## src/rtl/core/lcff_pkg.sv

```systemverilog
// Shared types, widths and register codes of the load-cell force filter.
package lcff_pkg;

  localparam int SampleW    = 24;
  localparam int WinSamples = 8;
  localparam int WinIdxW    = $clog2(WinSamples);
  localparam int FillW      = $clog2(WinSamples + 1);
  localparam int SumW       = SampleW + WinIdxW;
  // Reciprocal scaling for the mean: exact for every sum and fill count.
  localparam int RecipShift = SumW + WinIdxW;
  localparam int RecipW     = RecipShift + 1;

  localparam int ForceW   = 32;
  localparam int GainW    = 40;
  localparam int GainLoW  = 16;
  localparam int GainHiW  = GainW - GainLoW;
  localparam int LimitW   = 31;
  localparam int AlphaW   = 17;
  localparam int TimeoutW = 16;
  localparam int IdleW    = 17;
  localparam int CfgIdxW  = 3;
  localparam int CfgDataW = GainW;

  // Magnitude of an offset-corrected count fits in the sample width.
  localparam int MagW   = SampleW;
  localparam int ScaleW = MagW + GainHiW + 1;

  localparam int MulAW = ForceW;
  localparam int MulBW = RecipW;
  localparam int ProdW = MulAW + MulBW;

  localparam logic [AlphaW-1:0] AlphaOne = AlphaW'(65536);
  localparam logic [IdleW-1:0]  IdleMax  = '1;

  localparam logic CmdSample = 1'b0;
  localparam logic CmdTick   = 1'b1;

  typedef enum logic [CfgIdxW-1:0] {
    CFG_ZERO_OFFSET  = 3'd0,
    CFG_GAIN         = 3'd1,
    CFG_INVERT_SIGN  = 3'd2,
    CFG_GLITCH_LIMIT = 3'd3,
    CFG_FAST_ALPHA   = 3'd4,
    CFG_TIMEOUT_MS   = 3'd5
  } cfg_idx_e;

  typedef struct packed {
    logic                      command;
    logic signed [SampleW-1:0] raw_sample;
  } in_item_t;

  typedef struct packed {
    logic signed [ForceW-1:0]  force_average;
    logic signed [ForceW-1:0]  force_fast;
    logic signed [SampleW-1:0] mean_raw;
    logic                      sample_error;
    logic                      glitch_rejected;
    logic                      forces_updated;
  } out_item_t;

  typedef struct packed {
    logic signed [SampleW-1:0] zero_offset;
    logic [GainW-1:0]          gain;
    logic                      invert_sign;
    logic [LimitW-1:0]         glitch_limit;
    logic [AlphaW-1:0]         fast_alpha;
    logic [TimeoutW-1:0]       timeout_ms;
  } cfg_t;

endpackage

```

## src/rtl/core/lcff_window.sv

```systemverilog
// Sliding window of recent samples with running sum and fill count.
module lcff_window (
  input  logic                              clk_i,
  input  logic                              rst_ni,
  input  logic                              push_i,
  input  logic signed [lcff_pkg::SampleW-1:0] raw_i,
  output logic signed [lcff_pkg::SumW-1:0]    sum_o,
  output logic [lcff_pkg::FillW-1:0]          fill_o
);
  import lcff_pkg::*;

  logic signed [SampleW-1:0] store_q [WinSamples];
  logic [WinIdxW-1:0]        idx_q;
  logic signed [SumW-1:0]    sum_q;
  logic [FillW-1:0]          fill_q;
  logic signed [SampleW-1:0] old_smp;

  assign old_smp = store_q[idx_q];

  always_ff @(posedge clk_i or negedge rst_ni) begin
    if (!rst_ni) begin
      for (int i = 0; i < WinSamples; i++) store_q[i] <= '0;
      idx_q  <= '0;
      sum_q  <= '0;
      fill_q <= '0;
    end else if (push_i) begin
      store_q[idx_q] <= raw_i;
      sum_q <= sum_q - {{WinIdxW{old_smp[SampleW-1]}}, old_smp}
                     + {{WinIdxW{raw_i[SampleW-1]}}, raw_i};
      if (idx_q == WinIdxW'(WinSamples - 1)) begin
        idx_q <= '0;
      end else begin
        idx_q <= idx_q + 1'b1;
      end
      if (fill_q != FillW'(WinSamples)) begin
        fill_q <= fill_q + 1'b1;
      end
    end
  end

  assign sum_o  = sum_q;
  assign fill_o = fill_q;

endmodule

```

## src/rtl/core/lcff_mul.sv

```systemverilog
// Shared unsigned multiplier with a registered product.
module lcff_mul (
  input  logic                       clk_i,
  input  logic [lcff_pkg::MulAW-1:0] a_i,
  input  logic [lcff_pkg::MulBW-1:0] b_i,
  output logic [lcff_pkg::ProdW-1:0] prod_o
);
  import lcff_pkg::*;

  logic [ProdW-1:0] prod_q;

  always_ff @(posedge clk_i) begin
    prod_q <= ProdW'(a_i) * ProdW'(b_i);
  end

  assign prod_o = prod_q;

endmodule

```

## src/rtl/core/lcff_core.sv

```systemverilog
// Sequencer and datapath: mean, scaling, glitch test, fast filter, result register.
module lcff_core (
  input  logic                                clk_i,
  input  logic                                rst_ni,
  input  logic                                in_valid_i,
  output logic                                in_ready_o,
  input  lcff_pkg::in_item_t                  in_data_i,
  output logic                                out_valid_o,
  input  logic                                out_ready_i,
  output lcff_pkg::out_item_t                 out_data_o,
  input  lcff_pkg::cfg_t                      cfg_i,
  output logic                                win_push_o,
  output logic signed [lcff_pkg::SampleW-1:0] win_raw_o,
  input  logic signed [lcff_pkg::SumW-1:0]    win_sum_i,
  input  logic [lcff_pkg::FillW-1:0]          win_fill_i,
  output logic [lcff_pkg::MulAW-1:0]          mul_a_o,
  output logic [lcff_pkg::MulBW-1:0]          mul_b_o,
  input  logic [lcff_pkg::ProdW-1:0]          mul_prod_i
);
  import lcff_pkg::*;

  localparam int LoPW  = MagW + GainLoW;
  localparam int RndW  = LoPW + 1 - GainLoW;
  localparam int FPW   = ForceW + AlphaW;
  localparam int StepW = FPW + 1 - GainLoW;
  localparam int NewW  = ForceW + 3;

  typedef enum logic [13:0] {
    ST_IDLE  = 14'b00000000000001,
    ST_DIV   = 14'b00000000000010,
    ST_MEAN  = 14'b00000000000100,
    ST_DIFF  = 14'b00000000001000,
    ST_MAH   = 14'b00000000010000,
    ST_MAL   = 14'b00000000100000,
    ST_MRH   = 14'b00000001000000,
    ST_MRL   = 14'b00000010000000,
    ST_CHK   = 14'b00000100000000,
    ST_FORCE = 14'b00001000000000,
    ST_DLT   = 14'b00010000000000,
    ST_FMUL  = 14'b00100000000000,
    ST_FADD  = 14'b01000000000000,
    ST_WRITE = 14'b10000000000000
  } state_e;

  function automatic logic [ScaleW-1:0] round_lo(input logic [LoPW-1:0] p);
    logic [LoPW:0] s;
    s = {1'b0, p} + (LoPW + 1)'(1 << (GainLoW - 1));
    return ScaleW'(s[LoPW:GainLoW]);
  endfunction

  function automatic logic signed [ForceW-1:0] sat_force(input logic [ScaleW-1:0] mag,
                                                          input logic neg);
    logic signed [ForceW-1:0] res;
    // Magnitudes of 2^31 and above clip to the signed range in both directions.
    if (mag[ScaleW-1:ForceW-1] != '0) begin
      res = neg ? {1'b1, {(ForceW-1){1'b0}}} : {1'b0, {(ForceW-1){1'b1}}};
    end else begin
      res = neg ? -$signed(mag[ForceW-1:0]) : $signed(mag[ForceW-1:0]);
    end
    return res;
  endfunction

  state_e state_q, state_d;

  logic [RecipW-1:0] recip_tbl [WinSamples+1];
  assign recip_tbl[0] = '0;
  for (genvar g = 1; g <= WinSamples; g++) begin : g_recip
    localparam logic [RecipW-1:0] Recip =
      RecipW'(((64'd1 << RecipShift) + 64'(g) - 64'd1) / 64'(g));
    assign recip_tbl[g] = Recip;
  end

  logic                      cmd_q;
  logic signed [SampleW-1:0] raw_q;
  logic signed [SampleW-1:0] mean_q;
  logic [MagW-1:0]           mag_a_q, mag_r_q;
  logic                      neg_a_q, neg_r_q;
  logic [ScaleW-1:0]         sa_q, sr_q;
  logic signed [ForceW-1:0]  fr_q;
  logic [ForceW-1:0]         dm_q;
  logic                      dneg_q;
  logic                      glitch_q, updated_q;
  logic signed [ForceW-1:0]  avg_q, fast_q;
  logic                      started_q;
  logic [IdleW-1:0]          idle_q;
  logic                      tflag_q;
  logic                      out_valid_q;
  out_item_t                 out_q;

  logic                      accept;
  logic                      slot_free;
  logic [SumW-1:0]           sum_mag;
  logic [SampleW-1:0]        mean_mag;
  logic signed [MagW:0]      diff_a, diff_r;
  logic [MagW:0]             abs_a, abs_r;
  logic [AlphaW-1:0]         alpha_sat;
  logic                      glitch;
  logic signed [ForceW-1:0]  fa, fr;
  logic signed [ForceW:0]    dlt;
  logic [ForceW:0]           dlt_abs;
  logic [FPW:0]              fsum;
  logic [StepW-1:0]          step_mag;
  logic signed [NewW-1:0]    fast_new;
  logic signed [ForceW-1:0]  fast_sat;
  logic [IdleW-1:0]          idle_inc;

  assign accept     = in_valid_i && (state_q == ST_IDLE);
  assign in_ready_o = (state_q == ST_IDLE);
  assign slot_free  = !out_valid_q || out_ready_i;

  assign win_push_o = accept && (in_data_i.command == CmdSample);
  assign win_raw_o  = in_data_i.raw_sample;

  assign sum_mag  = win_sum_i[SumW-1] ? SumW'(-win_sum_i) : SumW'(win_sum_i);
  assign mean_mag = mul_prod_i[RecipShift +: SampleW];

  assign diff_a = {mean_q[SampleW-1], mean_q} - {cfg_i.zero_offset[SampleW-1], cfg_i.zero_offset};
  assign diff_r = {raw_q[SampleW-1], raw_q} - {cfg_i.zero_offset[SampleW-1], cfg_i.zero_offset};
  assign abs_a  = diff_a[MagW] ? (MagW + 1)'(-diff_a) : (MagW + 1)'(diff_a);
  assign abs_r  = diff_r[MagW] ? (MagW + 1)'(-diff_r) : (MagW + 1)'(diff_r);

  assign alpha_sat = (cfg_i.fast_alpha > AlphaOne) ? AlphaOne : cfg_i.fast_alpha;

  assign glitch = (sa_q > ScaleW'(cfg_i.glitch_limit)) || (sr_q > ScaleW'(cfg_i.glitch_limit));
  assign fa     = sat_force(sa_q, neg_a_q);
  assign fr     = sat_force(sr_q, neg_r_q);

  assign dlt     = {fr_q[ForceW-1], fr_q} - {fast_q[ForceW-1], fast_q};
  assign dlt_abs = dlt[ForceW] ? (ForceW + 1)'(-dlt) : (ForceW + 1)'(dlt);

  assign fsum     = {1'b0, mul_prod_i[FPW-1:0]} + (FPW + 1)'(1 << (GainLoW - 1));
  assign step_mag = fsum[FPW:GainLoW];
  assign fast_new = {{3{fast_q[ForceW-1]}}, fast_q}
                  + (dneg_q ? -$signed(NewW'(step_mag)) : $signed(NewW'(step_mag)));
  always_comb begin
    if (fast_new[NewW-1:ForceW-1] == '0 || fast_new[NewW-1:ForceW-1] == '1) begin
      fast_sat = fast_new[ForceW-1:0];
    end else begin
      fast_sat = fast_new[NewW-1] ? {1'b1, {(ForceW-1){1'b0}}} : {1'b0, {(ForceW-1){1'b1}}};
    end
  end

  assign idle_inc = (idle_q == IdleMax) ? idle_q : idle_q + 1'b1;

  // Operand selection for the shared multiplier.
  always_comb begin
    mul_a_o = '0;
    mul_b_o = '0;
    case (state_q)
      ST_DIV: begin
        mul_a_o = MulAW'(sum_mag);
        mul_b_o = recip_tbl[win_fill_i];
      end
      ST_MAH: begin
        mul_a_o = MulAW'(mag_a_q);
        mul_b_o = MulBW'(cfg_i.gain[GainW-1:GainLoW]);
      end
      ST_MAL: begin
        mul_a_o = MulAW'(mag_a_q);
        mul_b_o = MulBW'(cfg_i.gain[GainLoW-1:0]);
      end
      ST_MRH: begin
        mul_a_o = MulAW'(mag_r_q);
        mul_b_o = MulBW'(cfg_i.gain[GainW-1:GainLoW]);
      end
      ST_MRL: begin
        mul_a_o = MulAW'(mag_r_q);
        mul_b_o = MulBW'(cfg_i.gain[GainLoW-1:0]);
      end
      ST_FMUL: begin
        mul_a_o = dm_q;
        mul_b_o = MulBW'(alpha_sat);
      end
      default: begin
        mul_a_o = '0;
        mul_b_o = '0;
      end
    endcase
  end

  always_comb begin
    state_d = state_q;
    case (state_q)
      ST_IDLE:  if (accept) state_d = ST_DIV;
      ST_DIV:   state_d = ST_MEAN;
      ST_MEAN: begin
        if (cmd_q == CmdTick || cfg_i.gain == '0) begin
          state_d = ST_WRITE;
        end else begin
          state_d = ST_DIFF;
        end
      end
      ST_DIFF:  state_d = ST_MAH;
      ST_MAH:   state_d = ST_MAL;
      ST_MAL:   state_d = ST_MRH;
      ST_MRH:   state_d = ST_MRL;
      ST_MRL:   state_d = ST_CHK;
      ST_CHK:   state_d = ST_FORCE;
      ST_FORCE: begin
        if (glitch || !started_q) begin
          state_d = ST_WRITE;
        end else begin
          state_d = ST_DLT;
        end
      end
      ST_DLT:   state_d = ST_FMUL;
      ST_FMUL:  state_d = ST_FADD;
      ST_FADD:  state_d = ST_WRITE;
      ST_WRITE: if (slot_free) state_d = ST_IDLE;
      default:  state_d = ST_IDLE;
    endcase
  end

  // Control and filter state.
  always_ff @(posedge clk_i or negedge rst_ni) begin
    if (!rst_ni) begin
      state_q     <= ST_IDLE;
      out_valid_q <= 1'b0;
      avg_q       <= '0;
      fast_q      <= '0;
      started_q   <= 1'b0;
      idle_q      <= '0;
      tflag_q     <= 1'b0;
    end else begin
      state_q <= state_d;
      if (state_q == ST_WRITE && slot_free) begin
        out_valid_q <= 1'b1;
      end else if (out_ready_i) begin
        out_valid_q <= 1'b0;
      end
      if (accept) begin
        if (in_data_i.command == CmdTick) begin
          idle_q <= idle_inc;
          if (32'(idle_inc) > 32'(cfg_i.timeout_ms)) tflag_q <= 1'b1;
        end else begin
          idle_q  <= '0;
          tflag_q <= 1'b0;
        end
      end
      if (state_q == ST_MEAN && cmd_q == CmdSample && cfg_i.gain == '0) begin
        avg_q     <= '0;
        fast_q    <= '0;
        started_q <= 1'b0;
      end
      if (state_q == ST_FORCE && !glitch) begin
        avg_q <= fa;
        if (!started_q) begin
          fast_q    <= fr;
          started_q <= 1'b1;
        end
      end
      if (state_q == ST_FADD) fast_q <= fast_sat;
    end
  end

  // Working registers of the item in flight.
  always_ff @(posedge clk_i) begin
    case (state_q)
      ST_IDLE: begin
        if (accept) begin
          cmd_q     <= in_data_i.command;
          raw_q     <= in_data_i.raw_sample;
          glitch_q  <= 1'b0;
          updated_q <= 1'b0;
        end
      end
      ST_MEAN: begin
        mean_q <= win_sum_i[SumW-1] ? -$signed(mean_mag) : $signed(mean_mag);
        if (cmd_q == CmdSample && cfg_i.gain == '0) updated_q <= 1'b1;
      end
      ST_DIFF: begin
        mag_a_q <= abs_a[MagW-1:0];
        mag_r_q <= abs_r[MagW-1:0];
        neg_a_q <= diff_a[MagW] ^ cfg_i.invert_sign;
        neg_r_q <= diff_r[MagW] ^ cfg_i.invert_sign;
      end
      ST_MAL:   sa_q <= ScaleW'(mul_prod_i[MagW+GainHiW-1:0]);
      ST_MRH:   sa_q <= sa_q + round_lo(mul_prod_i[LoPW-1:0]);
      ST_MRL:   sr_q <= ScaleW'(mul_prod_i[MagW+GainHiW-1:0]);
      ST_CHK:   sr_q <= sr_q + round_lo(mul_prod_i[LoPW-1:0]);
      ST_FORCE: begin
        glitch_q  <= glitch;
        updated_q <= !glitch;
        fr_q      <= fr;
      end
      ST_DLT: begin
        dm_q   <= dlt_abs[ForceW-1:0];
        dneg_q <= dlt[ForceW];
      end
      ST_WRITE: begin
        if (slot_free) begin
          out_q.force_average   <= avg_q;
          out_q.force_fast      <= fast_q;
          out_q.mean_raw        <= mean_q;
          out_q.sample_error    <= tflag_q;
          out_q.glitch_rejected <= glitch_q;
          out_q.forces_updated  <= updated_q;
        end
      end
      default: begin
      end
    endcase
  end

  assign out_valid_o = out_valid_q;
  assign out_data_o  = out_q;

endmodule

```

## src/rtl/core/load_cell_force_filter_top.sv

```systemverilog
// Top level of the load-cell force filter: configuration registers and block wiring.
//
//   Channel  Direction  Handshake              Payload
//   in       input      in_valid_i/in_ready_o  in_data_i   (command, raw_sample)
//   out      output     out_valid_o/out_ready_i out_data_o (forces, mean, flags)
//   cfg      input      cfg_we_i               cfg_idx_i, cfg_wdata_i
//
// A tick item passes only the divide, mean and write steps, and a sample item up to
// the full sequence from acceptance until its result is loaded, one item at a time; the
// sample path is set by its six passes through the single shared multiplier (mean, four
// scaling products, filter step). The result register lets the next item enter while a result is
// still waiting. A stalled output holds the sequencer in its last step only.
// Reset clears the window and the filter state and loads the configuration defaults at once.
module load_cell_force_filter_top (
  input  logic                          clk_i,
  input  logic                          rst_ni,
  input  logic                          in_valid_i,
  output logic                          in_ready_o,
  input  lcff_pkg::in_item_t            in_data_i,
  output logic                          out_valid_o,
  input  logic                          out_ready_i,
  output lcff_pkg::out_item_t           out_data_o,
  input  logic                          cfg_we_i,
  input  logic [lcff_pkg::CfgIdxW-1:0]  cfg_idx_i,
  input  logic [lcff_pkg::CfgDataW-1:0] cfg_wdata_i
);
  import lcff_pkg::*;

  cfg_t cfg_q;

  logic                      win_push;
  logic signed [SampleW-1:0] win_raw;
  logic signed [SumW-1:0]    win_sum;
  logic [FillW-1:0]          win_fill;
  logic [MulAW-1:0]          mul_a;
  logic [MulBW-1:0]          mul_b;
  logic [ProdW-1:0]          mul_prod;

  always_ff @(posedge clk_i or negedge rst_ni) begin
    if (!rst_ni) begin
      cfg_q.zero_offset  <= '0;
      cfg_q.gain         <= GainW'(64'h1_0000_0000);
      cfg_q.invert_sign  <= 1'b0;
      cfg_q.glitch_limit <= '1;
      cfg_q.fast_alpha   <= AlphaW'(6554);
      cfg_q.timeout_ms   <= TimeoutW'(100);
    end else if (cfg_we_i) begin
      case (cfg_idx_e'(cfg_idx_i))
        CFG_ZERO_OFFSET:  cfg_q.zero_offset  <= cfg_wdata_i[SampleW-1:0];
        CFG_GAIN:         cfg_q.gain         <= cfg_wdata_i[GainW-1:0];
        CFG_INVERT_SIGN:  cfg_q.invert_sign  <= cfg_wdata_i[0];
        CFG_GLITCH_LIMIT: cfg_q.glitch_limit <= cfg_wdata_i[LimitW-1:0];
        CFG_FAST_ALPHA:   cfg_q.fast_alpha   <= cfg_wdata_i[AlphaW-1:0];
        CFG_TIMEOUT_MS:   cfg_q.timeout_ms   <= cfg_wdata_i[TimeoutW-1:0];
        default: begin
        end
      endcase
    end
  end

  lcff_window u_window (
    .clk_i  (clk_i),
    .rst_ni (rst_ni),
    .push_i (win_push),
    .raw_i  (win_raw),
    .sum_o  (win_sum),
    .fill_o (win_fill)
  );

  lcff_mul u_mul (
    .clk_i  (clk_i),
    .a_i    (mul_a),
    .b_i    (mul_b),
    .prod_o (mul_prod)
  );

  lcff_core u_core (
    .clk_i       (clk_i),
    .rst_ni      (rst_ni),
    .in_valid_i  (in_valid_i),
    .in_ready_o  (in_ready_o),
    .in_data_i   (in_data_i),
    .out_valid_o (out_valid_o),
    .out_ready_i (out_ready_i),
    .out_data_o  (out_data_o),
    .cfg_i       (cfg_q),
    .win_push_o  (win_push),
    .win_raw_o   (win_raw),
    .win_sum_i   (win_sum),
    .win_fill_i  (win_fill),
    .mul_a_o     (mul_a),
    .mul_b_o     (mul_b),
    .mul_prod_i  (mul_prod)
  );

  // One item at a time: the sequencer leaves its idle step after an accept.
  a_one_in_flight: assert property (@(posedge clk_i) disable iff (!rst_ni)
    in_valid_i && in_ready_o |=> !in_ready_o)
    else $error("item accepted while another is in work");

  // A rejected glitch never writes the forces.
  a_glitch_holds: assert property (@(posedge clk_i) disable iff (!rst_ni)
    out_valid_o && out_data_o.glitch_rejected |-> !out_data_o.forces_updated)
    else $error("glitch item reported a force update");

  // With zero gain an updating item leaves both forces at zero.
  a_zero_gain: assert property (@(posedge clk_i) disable iff (!rst_ni)
    out_valid_o && out_data_o.forces_updated && cfg_q.gain == '0
    |-> out_data_o.force_average == '0 && out_data_o.force_fast == '0)
    else $error("nonzero force with gain disabled");

endmodule
```

## config.mk

```make
export PLATFORM = sky130hd
export DESIGN_NAME = load_cell_force_filter_top
export DESIGN_NICKNAME = d
export VERILOG_FILES = /design/src/rtl/core/lcff_pkg.sv /design/src/rtl/core/lcff_window.sv /design/src/rtl/core/lcff_mul.sv /design/src/rtl/core/lcff_core.sv /design/src/rtl/core/load_cell_force_filter_top.sv
export SDC_FILE = /design/constraint.sdc
export NUM_CORES = 2
export LEC_CHECK = 0
export BUFFER_PORTS_ARGS = -buffer_cell sky130_fd_sc_hd__buf_2
export CAP_MARGIN = 20
export CORE_MARGIN = 1.5
export CORE_UTILIZATION = 65
export DETAILED_ROUTE_END_ITERATION = 10
export PLACE_DENSITY_LB_ADDON = 0.1
export SLEW_MARGIN = 5
export SYNTH_ARGS = -nofsm -noshare
export SYNTH_HDL_FRONTEND = slang
export SYNTH_SLANG_ARGS = --single-unit
```

## constraint.sdc

```tcl
create_clock -name clk_i -period 10.7 [get_ports clk_i]
set_input_delay 0.535 -clock clk_i [delete_from_list [all_inputs] [get_ports clk_i]]
set_output_delay 0.535 -clock clk_i [all_outputs]
set_load 0.02 [all_outputs]
```

# Word level (Yosys, flattened, before mapping)
# Memory sizes are Yosys's and may differ from the RTL's.
# Index checks and enable logic that the tools add are counted.
# word_totals
register_bits	862
romBits	496
input_bits	73
out_inout_bits	93
word_cells	204
memories	1
# mem_list
memory	depth	word_bits	rd	rd_clocked_by_memory_dff	write_ports	line	source
(name not given)	16	31	1	0	0	lcff_core.sv:152	mul_b_o = recip_tbl[win_fill_i];
# classes
addsub	21
mul	1
magnitude_cmp	7
eq_ne	27
n_mux	52
n_bitwise	6
n_reduce_logical	44
# op_table
operator	n
2-to-1 mux 32 bit	15
case mux 14 bit (14 select lines)	1
case mux 49 bit (2 select lines)	2
bitwise mux 192 bit	1
2-to-1 mux 24 bit	6
case mux 32 bit (4 select lines)	1
case mux 31 bit (4 select lines)	1
adder 49 x 25 -> 49 bit	2
> comparator 49 x 31 -> 1 bit	2
negator 32 bit	3
binary-select mux 24 bit (select 3 bit)	1
demux 24 bit (select 3 bit)	1
negator 24 bit	3
2-to-1 mux 31 bit	2
2-to-1 mux 14 bit	4
multiplier 32 x 31 -> 54 bit	1
2-to-1 mux 17 bit	3
adder 49 x 16 -> 50 bit, second input constant	1
subtractor 24 x 24 -> 25 bit	2
adder 40 x 16 -> 41 bit, second input constant	1
zero test 40 bit	1
nonzero test 18 bit	2
adder 35 bit	1
2-to-1 mux 35 bit	1
54 further kinds	100

# Logic depth before layout (Yosys ltp)
# logic_depth
depth_word	8
mapped_depth	40
depth_no_buf	38

# By module
# Synthesis repeated with hierarchy kept, for this count alone.
# unflattened
cells_unflattened	8994
area_unflattened_um2	86101.3
# by_module_without_submodules
module	n_inst	cells_per_inst	area_per_inst_um2	seq_area_each_um2
lcff_core	1	3866	35288.8	13113.8
lcff_mul	1	3704	33701.1	1261.2
lcff_window	1	1148	12185.4	5655.4
load_cell_force_filter_top	1	276	4926.0	3280.6

# Worst setup path before layout
# OpenSTA, ideal clock, no wires.
# synth_path
path_type	flip-flop to flip-flop
startpoint	register u_core.state_q[2]
endpoint	register u_mul.prod_q[52] (netlist: u_mul.prod_o[52])
setup_time_ps	118
t_arrival_ps	9575
required_ps	10582
slack_ps	1007
path_stages_with_launch	39
path_buffers	5
period_less_slack_ps	9693
path_cell_list	dfrtp_1 > clkbuf_1 > nor4_1 > nand4_1 > or3b_2 > clkbuf_1 > o21ai_0 > clkbuf_1 > nand2_1 > o21ai_0 > a221o_1 > clkbuf_1 > clkbuf_1 > nand2_1 > fa_1 > inv_1 > fa_1 > inv_1 > [... 3 more ...] > fa_1 > fa_1 > fa_1 > inv_1 > fa_1 > inv_1 > ha_1 > a21o_1 > a21o_1 > a21oi_1 > a21oi_1 > o211ai_1 > nand2_1 > nand3_1 > o221ai_1 > a22o_1 > a221o_1 > xor2_1
# synth_between
elab_chain_len	4
word_cells_on_any_way	13
classes_between	mul: 1; eq/ne: 6; mux: 2; reduce/logical: 4
# synth_lines
item	line	source
start, declared	lcff_core.sv:63	state_e state_q, state_d;
start signal, assigned	lcff_core.sv:225	state_q <= state_d;
== test 14 x 7 -> 1 bit (tied with other cells)	lcff_core.sv:149	case (state_q)
OR reduction 2 bit (no source line)	--	
case mux 32 bit (4 select lines) / case mux 31 bit (4 select lines) (equally long branches)	lcff_core.sv:149	
multiplier 32 x 31 -> 54 bit *	lcff_mul.sv:13	prod_q <= ProdW'(a_i) * ProdW'(b_i);
end signal, assigned	lcff_mul.sv:13	
end, declared	lcff_mul.sv:10	logic [ProdW-1:0] prod_q;
# Mark *: on every way between the ends. The rest lies on a longest branch, timed or not.
# A chain may end at the register's enable or synchronous reset.

# Worst setup path in the final report
# layout_path
startpoint	register u_core.state_q[12]
endpoint	register u_mul.prod_q[53] (netlist: u_mul.prod_o[53])
# The elaborated chain is that of the path after synthesis.

==> results.ini <==
[status]
status=finished, final reports clean

[clock_network]
clock_latency_ps=730
root_buffer=clkbuf_16
cts_tree=done
htree_levels=3
cts.reportedPaths.clkPinSlew_ps=70
cts-buffers-inserted=94
clkSinkCount=862
cts.path.max_buffers=3

[yosys]
synth.area.top_cells=fa_1 (21%), edfxtp_1 (13%), dfrtp_1 (13%), ha_1 (7.6%), inv_1 (5.4%)
synth-simple-area-share=0.142
synth_top_family_by_area=adder cells
syn-cell-area_mm2=0.0808
synth_edf_count=355
synth_ff_type=dfrtp_1
synth_xor_xnor_area_share=0.0549
synthMuxAreaShare=0.0332
syn_area_per_cell_um2=9.42
yosysWarnings=0
synth_top_area_frac=0.214
ys_seq_area_frac=0.286
async_reset_ff_frac=0.526
syn_inst=8580
synth_top_area_cell=fa_1
synth_compound_area_frac=0.121
synthAdderAreaFrac=0.290
synth.distinct_cells=99
ys_seq_elements=862

[power_and_ir_drop]
totalPowerFinal_mw=14.5
power_density_mw_per_mm2=165
ir_drop_v=0.000271
cellLeakagePower_nw=39.9

[floorplanning]
fp.dieW_um=356
rows=129
start_util=0.654
core_mm2=0.123
num_io_pins=166
die_y_um=356
die_area_mm2=0.126

[sta]
period_minus_slack_ps=10460
tightest_slew_ps=1180
relSlewSlack=0.212
holdWs_ps=81.5
hold_viol_final=0
fmax_mhz=95.6
drv_slew=0
finalClockSkew_ps=82.9
min_period_over_period=0.978
rsz0062_at_grt=no
setup_viol=0
fin_tns_setup_ps=0

[worst_setup_path]
worstPathArrival_ps=11050
start_kind=flip-flop
required_ps=11290
slowest_delay_ps=880
crit_type=reg -> reg
startpoint=u_core.state_q[12]
endpoint_kind=flip-flop
cp_max_fo=27
cpMaxStageDelayCell=o21a_1
crit_path_frequent_cell=fa_1
r2r-start=u_core.state_q[12]

[grt]
grt_pass1_wl_um=408000
overflow=0
grt_max_degree=167
grt.total_usage=0.437
grt_pass1_vias=65600
antenna_found_initial=22

[flow_run]
maxCapViolCount=0

[min_path]
hold_start=in_data_i[15]
min_path_type=in -> reg

[detailed_routing]
vias=66900
ant_nets=0
wl_um=275000
wl_per_cell_um=26.4
drc=0
viasPerCell=6.42
dr.pass1.iters=10
drtIter0Drc=8363

[final_layout]
design_area_mm2=0.0875
layout.nets=10100
area_growth_pct=8.33
layout-drive-gt1-share=0.104

[placement]
dp_hpwl_um=216000
gp_routability_congestion=1.08
port_buffers=165
placed_cell_area_mm2=0.0841

-- worst max-delay path, delay by kind of cell, from the launching register on --
kind	cells	cell delay, ps
AOI/OAI and AO/OA	12	3780
xor gates and xnor gates	1	130
adders and majority gates	9	4660
buffers and inverters	7	880
DFF	1	450
and+or+nand+nor	4	430
-- state kept, by name (all words and copies together) (netlist names), 32 cells and up --
register / count
cfg_q: 129
u_core.avg_q: 32
u_core.dm_q: 32
u_core.fast_q: 32
u_core.fr_q: 32
u_core.out_data_o: 91
u_core.sa_q: 49
u_core.sr_q: 49
u_mul.prod_o: 54
u_window.store_q: 192
-- repair_timing --
action,4_1_cts,5_1_grt
endpoints found under the setup margin,0,7
hold buffers,1,0
resized for setup,0,13
setup buffers,0,2
endpoints found under the hold margin,33,0
-- routing by layer --
layer	vias to the layer above	track usage	routed length [um]
met3	901	0.117	34600
met5	-	0	131
met4	22	0.267	20400
met1	33100	0.586	103000
li1	28800	-	-
met2	4026	0.636	117000
-- power by group --
part | total [mW] | internal, mW | switching (mW)
sequential | 4.61 | 4.09 | 0.522
combinational | 6.46 | 2.44 | 4.03
clock | 3.41 | 1.92 | 1.49
total | 14.5 | 8.44 | 6.04
-- cells in the final DEF (no fill, tap or decap), types with 219 or more instances in the layout --
master and count:
edfxtp_1 355, nor2_1 608, a21oi_1 282, o21ai_0 460, nand2_1 1127, ha_1 488, fa_1 864, xnor2_1 340
dfrtp_1 410, mux2_2 219, inv_1 1160
-- cells in the mapped netlist (55+ instances only) --
library cell / n
inv_1: 1161
nand2_1: 1129
fa_1: 864
nor2_1: 611
ha_1: 488
o21ai_0: 463
dfrtp_1: 410
clkbuf_1: 359
edfxtp_1: 355
xnor2_1: 340
a21oi_1: 284
mux2_2: 219
xor2_1: 167
a21o_1: 135
nand3_1: 132
nor3_1: 106
a22oi_1: 102
nand4_1: 93
o31ai_1: 64
and3_1: 63
o21a_1: 63
a211oi_1: 59
nand2b_1: 58
nor4_1: 57
and2_1: 55
-- kinds of logic after synthesis --
family	count (synthesis)
compound gates	1519
xor+xnor	507
fa+ha+maj	1352
buf+inv	1561
flops	862
mux	241
other cells	2
simple gates	2536
-- worst paths after layout --
kind / slack (ps) / depth (start not counted) / endpoint
setup / recovery: 240 / 33 / u_mul.prod_o[53]
hold / removal: 80 / 1 / u_core.raw_q[15]
setup reg to reg: 240 / 33 / u_mul.prod_o[53]
hold reg to reg: 420 / 0 / u_core.out_data_o[0]
max in group asynchronous: 8010 / 4 / u_window.store_q[160]
min in group asynchronous: 360 / 2 / u_core.fast_q[8]
-- layout make-up --
type / count / area, um^2
inverter: 1164 / 4370
sequential: 862 / 23100
tap: 1637 / 2050
clock buffer: 123 / 2610
antenna: 8 / 20.0
clock inverter: 54 / 622
fill: 9534 / 35900
multi-input combinational: 6190 / 52100
timing repair buffer: 376 / 2620
-- per-stage QoR --
step                      worst slack (ps)  instances   util
final                                  239      10400  0.709
after global routing                  3.66      10400  0.709
after CTS                              308      10400  0.707
after floorplan                       1010       8613      -
after global placement                 217      10200  0.681
after detailed placement               404      10200  0.681
No activity file was read; power rests on OpenSTA's default activity.
